===== config.mk =====
export PLATFORM = sky130hd
export DESIGN_NAME = hsl_to_rgb_converter_core_flat
export DESIGN_NICKNAME = d
export VERILOG_FILES = /design/src/rtl/hsl2rgb_pkg.sv /design/src/rtl/hsl2rgb_if.sv /design/src/rtl/hsl2rgb_front.sv /design/src/rtl/hsl2rgb_chan.sv /design/src/rtl/hsl_to_rgb_converter_core.sv /design/src/flat_wrapper.sv
export SDC_FILE = /design/constraint.sdc
export NUM_CORES = 2
export LEC_CHECK = 0
export ABC_AREA = 1
export BUFFER_PORTS_ARGS = -buffer_cell sky130_fd_sc_hd__buf_2
export CORE_ASPECT_RATIO = 1.2
export CORE_MARGIN = 5
export CORE_UTILIZATION = 35
export DETAILED_ROUTE_END_ITERATION = 6
export GPL_TIMING_DRIVEN = 0
export REMOVE_ABC_BUFFERS = 1
export SLEW_MARGIN = 20
export SYNTH_ARGS = -nofsm -noshare
export SYNTH_HDL_FRONTEND = slang
export SYNTH_SLANG_ARGS = --single-unit

===== constraint.sdc =====
create_clock -name clk -period 14.4 [get_ports clk]
set_input_delay 1.44 -clock clk [delete_from_list [all_inputs] [get_ports clk]]
set_output_delay 1.44 -clock clk [all_outputs]
set_load 0.05 [all_outputs]

===== src/rtl/hsl2rgb_pkg.sv =====
// Shared constants, types and helper functions of the HSL to RGB converter.
package hsl2rgb_pkg;

  // Saturation and lightness format: unsigned, FRAC_BITS fraction bits
  localparam int FRAC_BITS = 12;
  localparam int SL_W      = FRAC_BITS + 1;
  localparam logic [SL_W-1:0] ONE_Q = {1'b1, {FRAC_BITS{1'b0}}};

  // Hue: Q4 degrees, one turn is 5760 units
  localparam int HUE_IN_W  = 16;
  localparam int HUE_W     = 13;
  localparam int HUE_TURN  = 5760;
  localparam int HUE_THIRD = 1920;
  localparam int HUE_SEG   = 960;     // one sixth of a turn
  localparam int SEG_W     = 10;

  // Hue wrap: bias into positive range, then floor divide by 5760 = 45 << 7
  localparam int HU_W      = 17;
  localparam int HUE_BIAS  = 6 * HUE_TURN;
  localparam int HUE_LSB   = 7;
  localparam int RECIP_45  = 1457;    // ceil(2^16 / 45), exact for values below 2259
  localparam int RECIP_SH  = 16;
  localparam int HQ_W      = 5;
  localparam int HR_W      = HU_W - HUE_LSB;

  // Helper values M1, M2 at scale ONE*ONE
  localparam int M_W       = 2 * FRAC_BITS + 1;
  localparam int MX_W      = M_W + 2;

  // Channel scaling: byte = floor((255*X + 480*ONE^2) / (960*ONE^2))
  localparam int X_W       = M_W + SEG_W;
  localparam int Y_W       = X_W + 8;
  localparam int Z_SH      = 2 * FRAC_BITS + 6;   // 960 = 15 << 6
  localparam int Z_W       = Y_W - Z_SH;
  localparam int RECIP_15  = 4370;    // ceil(2^16 / 15), exact for values below 4681
  localparam int BYTE_W    = 8;
  localparam logic [Y_W-1:0] HALF_Y = Y_W'(HUE_SEG / 2) << (2 * FRAC_BITS);

  // Pipeline stage indices
  localparam int NUM_STG   = 6;
  localparam int ST_WRAP   = 0;
  localparam int ST_PROD   = 1;
  localparam int ST_HELP   = 2;
  localparam int ST_MUL    = 3;
  localparam int ST_SCALE  = 4;
  localparam int ST_OUT    = 5;

  typedef logic [NUM_STG-1:0] stg_en_t;

  typedef struct packed {
    logic [M_W-1:0] m1;
    logic [M_W-1:0] dlt;   // M2 - M1, never negative
  } helper_t;

  // Rotate a wrapped hue by an offset below one turn
  function automatic logic [HUE_W-1:0] hue_rot(input logic [HUE_W-1:0] t,
                                               input logic [HUE_W-1:0] offs);
    logic [HUE_W:0] sum;
    sum = {1'b0, t} + {1'b0, offs};
    if (sum >= (HUE_W+1)'(HUE_TURN)) begin
      sum = sum - (HUE_W+1)'(HUE_TURN);
    end
    return sum[HUE_W-1:0];
  endfunction

  // Position of the ramp between M1 (0) and M2 (HUE_SEG) for a wrapped hue
  function automatic logic [SEG_W-1:0] seg_frac(input logic [HUE_W-1:0] t);
    logic [HUE_W-1:0] down;
    down = HUE_W'(4 * HUE_SEG) - t;
    if (t < HUE_W'(HUE_SEG)) begin
      return t[SEG_W-1:0];
    end else if (t < HUE_W'(3 * HUE_SEG)) begin
      return SEG_W'(HUE_SEG);
    end else if (t < HUE_W'(4 * HUE_SEG)) begin
      return down[SEG_W-1:0];
    end else begin
      return '0;
    end
  endfunction

endpackage


===== src/rtl/hsl2rgb_if.sv =====
// Valid/ready channel interfaces for HSL items in and RGB items out.
interface hsl2rgb_in_if;
  logic                                   valid;
  logic                                   ready;
  logic signed [hsl2rgb_pkg::HUE_IN_W-1:0] hue_q4;
  logic [hsl2rgb_pkg::SL_W-1:0]           saturation;
  logic [hsl2rgb_pkg::SL_W-1:0]           lightness;
  logic [hsl2rgb_pkg::BYTE_W-1:0]         alpha_in;

  modport source (output valid, hue_q4, saturation, lightness, alpha_in, input ready);
  modport sink   (input valid, hue_q4, saturation, lightness, alpha_in, output ready);
endinterface

interface hsl2rgb_out_if;
  logic                           valid;
  logic                           ready;
  logic [hsl2rgb_pkg::BYTE_W-1:0] red;
  logic [hsl2rgb_pkg::BYTE_W-1:0] green;
  logic [hsl2rgb_pkg::BYTE_W-1:0] blue;
  logic [hsl2rgb_pkg::BYTE_W-1:0] alpha_out;

  modport source (output valid, red, green, blue, alpha_out, input ready);
  modport sink   (input valid, red, green, blue, alpha_out, output ready);
endinterface


===== src/rtl/hsl2rgb_front.sv =====
// Front stages: clamp, hue wrap, helper values M1/M2 and per-channel ramp positions.
module hsl2rgb_front (
  input  logic                                    clk,
  input  hsl2rgb_pkg::stg_en_t                    en,
  input  logic signed [hsl2rgb_pkg::HUE_IN_W-1:0] hue_q4,
  input  logic [hsl2rgb_pkg::SL_W-1:0]            saturation,
  input  logic [hsl2rgb_pkg::SL_W-1:0]            lightness,
  output hsl2rgb_pkg::helper_t                    help,
  output logic [hsl2rgb_pkg::SEG_W-1:0]           f_red,
  output logic [hsl2rgb_pkg::SEG_W-1:0]           f_green,
  output logic [hsl2rgb_pkg::SEG_W-1:0]           f_blue
);

  // Stage 1: clamp, biased hue and its turn count
  logic [hsl2rgb_pkg::SL_W-1:0]   s_c, l_c;
  logic [hsl2rgb_pkg::HU_W-1:0]   u;
  logic [hsl2rgb_pkg::HR_W+11-1:0] qprod;
  logic [hsl2rgb_pkg::SL_W-1:0]   s1_s_r, s1_l_r;
  logic [hsl2rgb_pkg::HU_W-1:0]   s1_u_r;
  logic [hsl2rgb_pkg::HQ_W-1:0]   s1_q_r;

  assign s_c   = (saturation > hsl2rgb_pkg::ONE_Q) ? hsl2rgb_pkg::ONE_Q : saturation;
  assign l_c   = (lightness  > hsl2rgb_pkg::ONE_Q) ? hsl2rgb_pkg::ONE_Q : lightness;
  assign u     = hsl2rgb_pkg::HU_W'({hue_q4[hsl2rgb_pkg::HUE_IN_W-1], hue_q4})
               + hsl2rgb_pkg::HU_W'(hsl2rgb_pkg::HUE_BIAS);
  assign qprod = (hsl2rgb_pkg::HR_W+11)'(u[hsl2rgb_pkg::HU_W-1:hsl2rgb_pkg::HUE_LSB])
               * (hsl2rgb_pkg::HR_W+11)'(hsl2rgb_pkg::RECIP_45);

  always_ff @(posedge clk) begin
    if (en[hsl2rgb_pkg::ST_WRAP]) begin
      s1_s_r <= s_c;
      s1_l_r <= l_c;
      s1_u_r <= u;
      s1_q_r <= qprod[hsl2rgb_pkg::RECIP_SH +: hsl2rgb_pkg::HQ_W];
    end
  end

  // Stage 2: wrapped hue and the l*s product
  logic [hsl2rgb_pkg::HU_W-1:0]    t_full;
  logic [hsl2rgb_pkg::HUE_W-1:0]   s2_t_r;
  logic [hsl2rgb_pkg::M_W-1:0]     s2_ls_r;
  logic [hsl2rgb_pkg::SL_W-1:0]    s2_s_r, s2_l_r;
  logic                            s2_lo_r;
  logic [2*hsl2rgb_pkg::SL_W-1:0]  ls;

  assign t_full = s1_u_r - (hsl2rgb_pkg::HU_W'(s1_q_r) * hsl2rgb_pkg::HU_W'(hsl2rgb_pkg::HUE_TURN));
  assign ls     = (2*hsl2rgb_pkg::SL_W)'(s1_l_r) * (2*hsl2rgb_pkg::SL_W)'(s1_s_r);

  always_ff @(posedge clk) begin
    if (en[hsl2rgb_pkg::ST_PROD]) begin
      s2_t_r  <= t_full[hsl2rgb_pkg::HUE_W-1:0];
      s2_ls_r <= ls[hsl2rgb_pkg::M_W-1:0];
      s2_s_r  <= s1_s_r;
      s2_l_r  <= s1_l_r;
      s2_lo_r <= ({s1_l_r, 1'b0} <= {1'b0, hsl2rgb_pkg::ONE_Q});
    end
  end

  // Stage 3: M2, M1 and the ramp positions of the three channels
  logic [hsl2rgb_pkg::MX_W-1:0] l_sh, sum_sh, ls_x, m2, m1, dlt;
  logic [hsl2rgb_pkg::HUE_W-1:0] t_red, t_blue;
  hsl2rgb_pkg::helper_t          help_r;
  logic [hsl2rgb_pkg::SEG_W-1:0] f_red_r, f_green_r, f_blue_r;

  always_comb begin
    l_sh   = hsl2rgb_pkg::MX_W'(s2_l_r) << hsl2rgb_pkg::FRAC_BITS;
    sum_sh = (hsl2rgb_pkg::MX_W'(s2_l_r) + hsl2rgb_pkg::MX_W'(s2_s_r)) << hsl2rgb_pkg::FRAC_BITS;
    ls_x   = hsl2rgb_pkg::MX_W'(s2_ls_r);
    m2     = s2_lo_r ? (ls_x + l_sh) : (sum_sh - ls_x);
    m1     = (l_sh << 1) - m2;
    dlt    = m2 - m1;
    t_red  = hsl2rgb_pkg::hue_rot(s2_t_r, hsl2rgb_pkg::HUE_W'(hsl2rgb_pkg::HUE_THIRD));
    t_blue = hsl2rgb_pkg::hue_rot(s2_t_r,
               hsl2rgb_pkg::HUE_W'(hsl2rgb_pkg::HUE_TURN - hsl2rgb_pkg::HUE_THIRD));
  end

  always_ff @(posedge clk) begin
    if (en[hsl2rgb_pkg::ST_HELP]) begin
      help_r.m1  <= m1[hsl2rgb_pkg::M_W-1:0];
      help_r.dlt <= dlt[hsl2rgb_pkg::M_W-1:0];
      f_red_r    <= hsl2rgb_pkg::seg_frac(t_red);
      f_green_r  <= hsl2rgb_pkg::seg_frac(s2_t_r);
      f_blue_r   <= hsl2rgb_pkg::seg_frac(t_blue);
    end
  end

  assign help    = help_r;
  assign f_red   = f_red_r;
  assign f_green = f_green_r;
  assign f_blue  = f_blue_r;

endmodule


===== src/rtl/hsl2rgb_chan.sv =====
// Per-channel back stages: ramp multiply, scale by 255 with rounding, divide to a byte.
module hsl2rgb_chan (
  input  logic                          clk,
  input  hsl2rgb_pkg::stg_en_t          en,
  input  hsl2rgb_pkg::helper_t          help,
  input  logic [hsl2rgb_pkg::SEG_W-1:0] frac,
  output logic [hsl2rgb_pkg::BYTE_W-1:0] chan_byte
);

  // Stage 4: ramp product and M1 scaled to one segment
  logic [hsl2rgb_pkg::X_W-1:0] prod_r, base_r;

  always_ff @(posedge clk) begin
    if (en[hsl2rgb_pkg::ST_MUL]) begin
      prod_r <= hsl2rgb_pkg::X_W'(help.dlt) * hsl2rgb_pkg::X_W'(frac);
      base_r <= hsl2rgb_pkg::X_W'(help.m1) * hsl2rgb_pkg::X_W'(hsl2rgb_pkg::HUE_SEG);
    end
  end

  // Stage 5: times 255 plus half, drop the power-of-two part of the divisor
  logic [hsl2rgb_pkg::X_W-1:0] x;
  logic [hsl2rgb_pkg::Y_W-1:0] y;
  logic [hsl2rgb_pkg::Z_W-1:0] z_r;

  assign x = base_r + prod_r;
  assign y = (hsl2rgb_pkg::Y_W'(x) << 8) - hsl2rgb_pkg::Y_W'(x) + hsl2rgb_pkg::HALF_Y;

  always_ff @(posedge clk) begin
    if (en[hsl2rgb_pkg::ST_SCALE]) begin
      z_r <= y[hsl2rgb_pkg::Y_W-1:hsl2rgb_pkg::Z_SH];
    end
  end

  // Stage 6: divide by 15 through the reciprocal, clamp to a byte
  logic [2*hsl2rgb_pkg::Z_W-1:0] zq;
  logic [2*hsl2rgb_pkg::Z_W-hsl2rgb_pkg::RECIP_SH-1:0] quo;
  logic [hsl2rgb_pkg::BYTE_W-1:0] byte_r;

  assign zq  = (2*hsl2rgb_pkg::Z_W)'(z_r) * (2*hsl2rgb_pkg::Z_W)'(hsl2rgb_pkg::RECIP_15);
  assign quo = zq[2*hsl2rgb_pkg::Z_W-1:hsl2rgb_pkg::RECIP_SH];

  always_ff @(posedge clk) begin
    if (en[hsl2rgb_pkg::ST_OUT]) begin
      if (quo > (2*hsl2rgb_pkg::Z_W-hsl2rgb_pkg::RECIP_SH)'(255)) begin
        byte_r <= '1;
      end else begin
        byte_r <= quo[hsl2rgb_pkg::BYTE_W-1:0];
      end
    end
  end

  assign chan_byte = byte_r;

endmodule


===== src/rtl/hsl_to_rgb_converter_core.sv =====
// Top level of the HSL(A) to RGB(A) converter: stage control and channel datapaths.
//
// Usage:
//   in_if  (sink)   takes one HSL item per transfer: hue_q4 (signed Q4 degrees,
//                   any value, wrapped modulo 360), saturation and lightness
//                   (unsigned Q12, values above 1.0 are clamped) and alpha_in.
//   out_if (source) gives one RGB item per input item, in order: red, green,
//                   blue rounded half up from 255 * channel value, and
//                   alpha_out copied from alpha_in.
// The pipeline has six stages (wrap, product, helper, multiply, scale, out);
// out_if.valid rises once an input item has been loaded into the out stage.
// Throughput is one item per clock while out_if.ready is high; the six register
// stages each carry a valid bit, so with no stall a new item may enter every cycle.
// When the receiver holds out_if.ready low, the last stage holds its result
// and earlier stages keep advancing into empty slots; in_if.ready drops only
// once every stage is full. Nothing is dropped or repeated.
// Synchronous active-low reset clears all valid bits; the block comes out of
// reset empty and ready.
module hsl_to_rgb_converter_core (
  input logic          clk,
  input logic          rst_n,
  hsl2rgb_in_if.sink   in_if,
  hsl2rgb_out_if.source out_if
);

  // Valid bits of the six stages and their load enables
  logic [hsl2rgb_pkg::NUM_STG-1:0] vld_r;
  logic [hsl2rgb_pkg::NUM_STG-1:0] vld_nxt;
  hsl2rgb_pkg::stg_en_t            en;

  // A stage loads when it is empty or its content moves on this cycle
  always_comb begin
    en[hsl2rgb_pkg::ST_OUT] = !vld_r[hsl2rgb_pkg::ST_OUT] || out_if.ready;
    for (int k = hsl2rgb_pkg::NUM_STG - 2; k >= 0; k--) begin
      en[k] = !vld_r[k] || en[k+1];
    end
  end

  // Advance valid bits along with the data; hold them where stalled
  always_comb begin
    for (int k = 0; k < hsl2rgb_pkg::NUM_STG; k++) begin
      if (!en[k]) begin
        vld_nxt[k] = vld_r[k];
      end else if (k == 0) begin
        vld_nxt[k] = in_if.valid;
      end else begin
        vld_nxt[k] = vld_r[k-1];
      end
    end
  end

  always_ff @(posedge clk) begin
    if (!rst_n) begin
      vld_r <= '0;
    end else begin
      vld_r <= vld_nxt;
    end
  end

  // Alpha rides along the stages untouched
  logic [hsl2rgb_pkg::BYTE_W-1:0] alpha_r [hsl2rgb_pkg::NUM_STG];

  always_ff @(posedge clk) begin
    for (int k = 0; k < hsl2rgb_pkg::NUM_STG; k++) begin
      if (en[k]) begin
        if (k == 0) begin
          alpha_r[k] <= in_if.alpha_in;
        end else begin
          alpha_r[k] <= alpha_r[k-1];
        end
      end
    end
  end

  // Shared front: clamp, hue wrap, helper values, ramp positions
  hsl2rgb_pkg::helper_t          help;
  logic [hsl2rgb_pkg::SEG_W-1:0] f_red, f_green, f_blue;

  hsl2rgb_front u_front (
    .clk        (clk),
    .en         (en),
    .hue_q4     (in_if.hue_q4),
    .saturation (in_if.saturation),
    .lightness  (in_if.lightness),
    .help       (help),
    .f_red      (f_red),
    .f_green    (f_green),
    .f_blue     (f_blue)
  );

  // One back end per color channel
  hsl2rgb_chan u_red (
    .clk       (clk),
    .en        (en),
    .help      (help),
    .frac      (f_red),
    .chan_byte (out_if.red)
  );

  hsl2rgb_chan u_green (
    .clk       (clk),
    .en        (en),
    .help      (help),
    .frac      (f_green),
    .chan_byte (out_if.green)
  );

  hsl2rgb_chan u_blue (
    .clk       (clk),
    .en        (en),
    .help      (help),
    .frac      (f_blue),
    .chan_byte (out_if.blue)
  );

  assign in_if.ready      = en[hsl2rgb_pkg::ST_WRAP];
  assign out_if.valid     = vld_r[hsl2rgb_pkg::ST_OUT];
  assign out_if.alpha_out = alpha_r[hsl2rgb_pkg::ST_OUT];

endmodule

===== src/flat_wrapper.sv =====
// flat-port wrapper written by rule: the top's interface ports become plain ports
module hsl_to_rgb_converter_core_flat 
  (clk, rst_n, in_if_valid, in_if_hue_q4, in_if_saturation, in_if_lightness, in_if_alpha_in, in_if_ready, out_if_valid, out_if_red, out_if_green, out_if_blue, out_if_alpha_out, out_if_ready);
  hsl2rgb_in_if in_if_i ();
  hsl2rgb_out_if out_if_i ();
  input logic clk;
  input logic rst_n;
  input wire logic [$bits(in_if_i.valid)-1:0] in_if_valid;
  input wire logic [$bits(in_if_i.hue_q4)-1:0] in_if_hue_q4;
  input wire logic [$bits(in_if_i.saturation)-1:0] in_if_saturation;
  input wire logic [$bits(in_if_i.lightness)-1:0] in_if_lightness;
  input wire logic [$bits(in_if_i.alpha_in)-1:0] in_if_alpha_in;
  output wire logic [$bits(in_if_i.ready)-1:0] in_if_ready;
  output wire logic [$bits(out_if_i.valid)-1:0] out_if_valid;
  output wire logic [$bits(out_if_i.red)-1:0] out_if_red;
  output wire logic [$bits(out_if_i.green)-1:0] out_if_green;
  output wire logic [$bits(out_if_i.blue)-1:0] out_if_blue;
  output wire logic [$bits(out_if_i.alpha_out)-1:0] out_if_alpha_out;
  input wire logic [$bits(out_if_i.ready)-1:0] out_if_ready;
  assign in_if_i.valid = in_if_valid;
  assign in_if_i.hue_q4 = in_if_hue_q4;
  assign in_if_i.saturation = in_if_saturation;
  assign in_if_i.lightness = in_if_lightness;
  assign in_if_i.alpha_in = in_if_alpha_in;
  assign in_if_ready = in_if_i.ready;
  assign out_if_valid = out_if_i.valid;
  assign out_if_red = out_if_i.red;
  assign out_if_green = out_if_i.green;
  assign out_if_blue = out_if_i.blue;
  assign out_if_alpha_out = out_if_i.alpha_out;
  assign out_if_i.ready = out_if_ready;
  hsl_to_rgb_converter_core u_core (.clk(clk), .rst_n(rst_n), .in_if(in_if_i), .out_if(out_if_i));
endmodule

# Word level (Yosys, flattened, before mapping)

Memories as Yosys holds them, arrays and structs flattened.
Index checks and enable logic that the tools add are counted.

RAM bits: 48
Register bits after elaboration: 392
Memories kept: 1
Bits in latches: 0
Bits in read-only memories: 0
Logic and storage cells: 117
Input bits: 54
Output and inout bits: 34

Multiply operators: 10
Add/subtract/negate cells: 23
Mux-type cells: 24
Magnitude comparators: 17
Shift operators: 0
Eq/ne operators: 0
Div/mod/pow operators: 0
Reduce and logical (&&, ||, !) cells: 12
Bitwise logic cells: 0

Memories:

| memory         | words | width | rd ports | clocked after memory_dff | wr ports | line                            | RTL |
|---|---|---|---|---|---|---|---|
| u_core.alpha_r | 6     | 8     | 6        | 0                        | 6        | hsl_to_rgb_converter_core.sv:61 | `logic [hsl2rgb_pkg::BYTE_W-1:0] alpha_r [hsl2rgb_pkg::NUM_STG];` |

Operator list:

| kind                   | number |
|---|---|
| $add 43x33->43 const B | 3 |
| $sub 43x35->43         | 3 |
| $add 35x35->35         | 3 |
| $mul 25x10->35         | 3 |
| $mux 10                | 9 |
| $lt 13x12->1 const B   | 6 |
| $mul 13x12->25 const B | 3 |
| $sub 25x25->25         | 3 |
| $lt 13x10->1 const B   | 3 |
| $gt 10x8->1 const B    | 3 |
| $sub 10x10->10 const A | 3 |
| $mul 25x4->29 const B  | 1 |
| $ge 14x13->1 const B   | 2 |
| $gt 13x13->1 const B   | 2 |
| $mux 13                | 2 |
| $sub 13x13->13 const B | 2 |
| $add 25x25->25         | 1 |
| $mul 13x13->25         | 1 |
| $mux 25                | 1 |
| $mul 10x11->21 const B | 1 |
| $add 17x16->17 const B | 1 |
| $add 13x11->14 const B | 1 |
| $add 13x12->14 const B | 1 |
| $le 14x13->1 const B   | 1 |
| 6 further kinds        | 27 |

# Longest topological paths before layout

Depth after elaboration: 9
Depth in mapped cells: 35
Depth with buffers taken out: 35

# Cells and area by module

Synthesis repeated with hierarchy kept, for this count alone.

Cells, all modules: 9,988
Area, all modules: 79,017.0 µm²

Modules (own cells, without submodules):

| module                         | area each (µm²) | cells each | times used | seq. area each (µm²) |
|---|---|---|---|---|
| hsl2rgb_chan at u_core.u_green | 19,448.7        | 2,567      | 1          | 2,552.4 |
| hsl2rgb_chan at u_core.u_red   | 19,411.1        | 2,560      | 1          | 2,552.4 |
| hsl2rgb_chan at u_core.u_blue  | 19,329.8        | 2,556      | 1          | 2,552.4 |
| hsl2rgb_front                  | 19,117.1        | 2,231      | 1          | 5,645.4 |
| hsl_to_rgb_converter_core      | 1,710.4         | 74         | 1          | 1,561.5 |

# Worst setup path before layout

Ideal clock, no wire load.

Kind: in2out
Start point: input port out_if_ready
End point: output port in_if_ready
Data required time: 12.960 ns
Slack: 3.281 ns
Stages: 10
Buffers on the path: 0
Data arrival time: 9.679 ns
Path through: nor2_1 > inv_1 > nor2_1 > inv_1 > nor2_1 > inv_1 > nor2_1 > inv_1 > nor2_1 > nand2_1

Cells in the longest elaborated chain, start to end: 6

Ends and longest elaborated chain:

| element                       | line                            | RTL |
|---|---|---|
| from (decl)                   | flat_wrapper.sv:19              | `input wire logic [$bits(out_if_i.ready)-1:0] out_if_ready;` |
| $logic_or 1x1->1              | hsl_to_rgb_converter_core.sv:33 | `en[hsl2rgb_pkg::ST_OUT] = !vld_r[hsl2rgb_pkg::ST_OUT] \|\| out_if.ready;` |
| via u_core.en[5]              | hsl_to_rgb_converter_core.sv:29 | `hsl2rgb_pkg::stg_en_t en;` |
| $logic_or 1x1->1              | hsl_to_rgb_converter_core.sv:35 | `en[k] = !vld_r[k] \|\| en[k+1];` |
| via u_core.en[4]              | hsl_to_rgb_converter_core.sv:29 |  |
| $logic_or 1x1->1              | hsl_to_rgb_converter_core.sv:35 |  |
| via u_core.en[3]              | hsl_to_rgb_converter_core.sv:29 |  |
| $logic_or 1x1->1              | hsl_to_rgb_converter_core.sv:35 |  |
| via u_core.en[2]              | hsl_to_rgb_converter_core.sv:29 |  |
| $logic_or 1x1->1 (2 in a row) | hsl_to_rgb_converter_core.sv:35 |  |
| to (decl)                     | flat_wrapper.sv:13              | `output wire logic [$bits(in_if_i.ready)-1:0] in_if_ready;` |

The timed path passes the listed nets, and every way through them passes these cells.

# Final worst setup path

Start point: register u_core.u_front.help_r (netlist bit u_core.u_front.help[6])
End point: register u_core.u_green.prod_r[24] (netlist bit), data pin

Cells in the longest elaborated chain, start to end: 1

Ends and longest elaborated chain:

| element              | line                | RTL |
|---|---|---|
| from (decl)          | hsl2rgb_front.sv:62 | `hsl2rgb_pkg::helper_t help_r;` |
| $mul 25x10->35       | hsl2rgb_chan.sv:15  | `prod_r <= hsl2rgb_pkg::X_W'(help.dlt) * hsl2rgb_pkg::X_W'(frac);` |
| to (signal assigned) | hsl2rgb_chan.sv:15  |  |
| to (decl)            | hsl2rgb_chan.sv:11  | `logic [hsl2rgb_pkg::X_W-1:0] prod_r, base_r;` |

No other way between the ends.
A chain may end at the register's enable or synchronous reset.

==> metrics.md <==
| Metric | Value |
|---|---|
| Yosys top cell area share | 0.236 |
| Vias | 48448 |
| Sequential area share after synthesis | 0.202 |
| Initial core utilization | 0.352 |
| Crit-path cells | buf_6, buf_8, nand2_1, fa_1, fa_1, inv_1, ha_1, inv_1, fa_1, inv_1, fa_1, ha_1, a21oi_1, a21boi_1, o21bai_1, a21oi_1, o21ai_1, a21boi_0, o21ai_0, a21oi_1, o21ai_0, xor2_1 |
| Die X-Extent | 402 µm |
| Remaining global-route overflow | 0 |
| CTS Hold Bufs | 0 |
| Avg Inst Size Synth | 8.59 µm² |
| Post-layout min period | 6.77 ns |
| CP delay by family, top | adder cells |
| Post-CTS setup buffer count | 0 |
| Worst Path Arrival | 7.12 ns |
| Row cnt | 172 |
| Initial antenna violation count | 1 |
| First-pass GRT wire length | 256000 µm |
| Synthesis Warnings | 0 |
| Top cells by area, synth | fa_1 24%, edfxtp_1 20%, ha_1 17%, nand2_1 9.5%, inv_1 9.2% |
| Num CTS Buffers | 54 |
| # nets final | 9250 |
| Post-synth ARST share | 0 |
| Min-delay src | u_core.alpha_r[3][6] |
| CTS root buf | clkbuf_16 |
| Share of cells above drive strength 1 | 0.0447 |
| Max-capacitance violation count | 0 |
| WS Path Type | register to register |
| Slew Viols, Final | 0 |
| Slowest stage delay, CP | 0.78 ns |
| Final setup vio count | 0 |
| Worst-margin pin slew | 1.19 ns |
| Worst EP required | 14.75 ns |
| Number of global-route vias before repair | 50684 |
| Die Y | 480 µm |
| Number of H-tree levels | 2 |
| Most common library cells after synthesis | 1628 x nand2_1, 1581 x inv_1, 895 x ha_1, 760 x fa_1, 470 x a21oi_1 |
| Hpwl dp | 128000 µm |
| Antenna-violating nets left | 0 |
| Routability cong. | 0.907 |
| Post-Syn Area | 64400 µm² |
| Final hold viol count | 0 |
| Post-CTS Resized | 0 |
| Cells after Synth | 7497 |
| Area leader, netlist | fa_1 |
| DR vias/cell | 4.83 |
| Fin crit share | 0.470 |
| DR DRC count | 0 |
| Final Util | 0.382 |
| Post-synth EDFFs | 430 |
| P&R area growth vs syn | 8.80% |
| CP max stage cell | edfxtp_1 |
| Boundary Pins | 88 |
| Slew margin rel. | 0.206 |
| Buffers added on ports | 87 |
| Bufs and invs on worst path | 5 |
| Routed wire length per instance | 15.2 µm |
| Crit path top cell by count | fa_1 |
| 1st-iter DRT viols | 2191 |
| Startpoint types | register |
| Status | finished, final reports clean |
| RSZ-0062 raised after global routing | no |
| Post-synth top flop | edfxtp_1 |
| Largest net degree at the start of global routing | 105 |
| Hold Slack | 0.416 ns |
| CTS Sinks | 436 |
| Synth cell types | 71 |
| Clock Path Buffers | 3 |
| Core area | 183000 µm² |
| First-pass DRT Iterations | 6 |
| Fmax | 0.148 GHz |
| CTS tree | yes |
| R2R Path Start | u_core.u_front.help[6] |
| CP Capture Type | register |
| Drt total wl | 152000 µm |
| HP Class | register to register |
| Total track usage | 0.160 |
| FF+latch count, synth | 436 |
| Worst clock skew | 0.0681 ns |
| Worst-path maximum fanout | 15 |
| Setup crit start | u_core.u_front.help[6] |
| Clock Latency Late Sink | 0.68 ns |
| Count leader, synth | nand2_1 |
| Clock-pin transition on the worst setup and hold timing paths | 0.06 ns |
| Die area | 193000 µm² |
-- cells in the final DEF, fill, tap and decap left out, types with 20 or more instances in the layout --
| cell | n |
|---|---|
| nand3_1 | 164 |
| o21bai_1 | 26 |
| o21ai_0 | 189 |
| a21oi_1 | 470 |
| nand2_2 | 28 |
| xnor2_1 | 136 |
| ha_1 | 895 |
| nand2_1 | 1627 |
| o21ai_1 | 43 |
| nor3_1 | 38 |
| clkbuf_16 | 54 |
| buf_8 | 43 |
| a21o_1 | 28 |
| a31oi_1 | 36 |
| fa_1 | 760 |
| conb_1 | 20 |
| inv_1 | 1576 |
| xor2_1 | 252 |
| nor2_1 | 307 |
| edfxtp_1 | 430 |
| buf_2 | 87 |
| nand4_1 | 47 |
-- worst reg2reg max path: stages (launching register included) --
cell	delay, ns
edfxtp_1	0.78
buf_6	0.26
buf_8	0.19
nand2_1	0.09
fa_1	0.51
fa_1	0.52
inv_1	0.05
ha_1	0.26
inv_1	0.05
fa_1	0.52
inv_1	0.06
fa_1	0.48
ha_1	0.36
a21oi_1	0.16
a21boi_1	0.26
o21bai_1	0.10
a21oi_1	0.23
o21ai_1	0.21
a21boi_0	0.52
o21ai_0	0.24
a21oi_1	0.27
o21ai_0	0.15
xor2_1	0.19
-- through the flow --
stage	setup WS, ns	TNS [ns]	area (µm²)	instances
detailed placement	7.65	0	68100	9919
CTS	7.59	0	70000	10019
finish	7.63	0	70000	10022
floorplan	3.28	0	63800	7345
global placement	-0.482	-0.482	67300	9868
global route	7.17	0	70000	10022
-- cell type report --
| type | count | area [µm²] |
|---|---|---|
| antenna | 1 | 2.50 |
| clock buffer | 63 | 1410 |
| clock inverter | 37 | 469 |
| fill | 18505 | 113000 |
| inverter | 1596 | 6000 |
| multi-input combinational | 5313 | 44800 |
| sequential | 436 | 13000 |
| tap | 2436 | 3050 |
| timing repair buffer | 140 | 1310 |
-- path summary, 6_finish.rpt --
kind	end	slack [ns]	cells after the start
max reg2reg	u_core.u_green.prod_r[24]	7.63	22
min reg2reg	u_core.alpha_r[4][6]	0.42	0
min	u_core.alpha_r[4][6]	0.42	0
max	u_core.u_green.prod_r[24]	7.63	22
-- kinds of logic (layout without fill, tap and decap cells) --
| kind of cell | Yosys count | in the layout | share of synthesized area |
|---|---|---|---|
| AO/OA/AOI/OAI | 958 | 958 | 0.0849 |
| XOR/XNOR | 390 | 390 | 0.0533 |
| adder cells (fa/ha/maj) | 1655 | 1655 | 0.410 |
| buffers and inverters | 1766 | 1836 | 0.103 |
| flip-flops | 436 | 436 | 0.202 |
| other | 2 | 21 | 0.000117 |
| AND/OR/NAND/NOR | 2290 | 2290 | 0.146 |
-- sequential cells by signal, indices dropped and copies added, names as in the netlist, 25 cells and up --
signal,cells
u_core.u_blue.prod_r,34
u_core.u_front.s2_ls_r,25
u_core.alpha_r,48
u_core.u_front.help,49
u_core.u_red.prod_r,34
u_core.u_red.base_r,29
u_core.u_green.prod_r,34
-- per-layer routing --
layer  track usage  up-vias  routed length (µm)
met2         0.283      914               74500
met5             0        -                   0
met3        0.0150      252                4980
li1              -    23803                   -
met1         0.200    23479               65900
met4        0.0664        0                6960
Power is left out: the tool's default activity adds up to more than one toggle a clock period on the data nets, which glitch-free logic cannot reach.
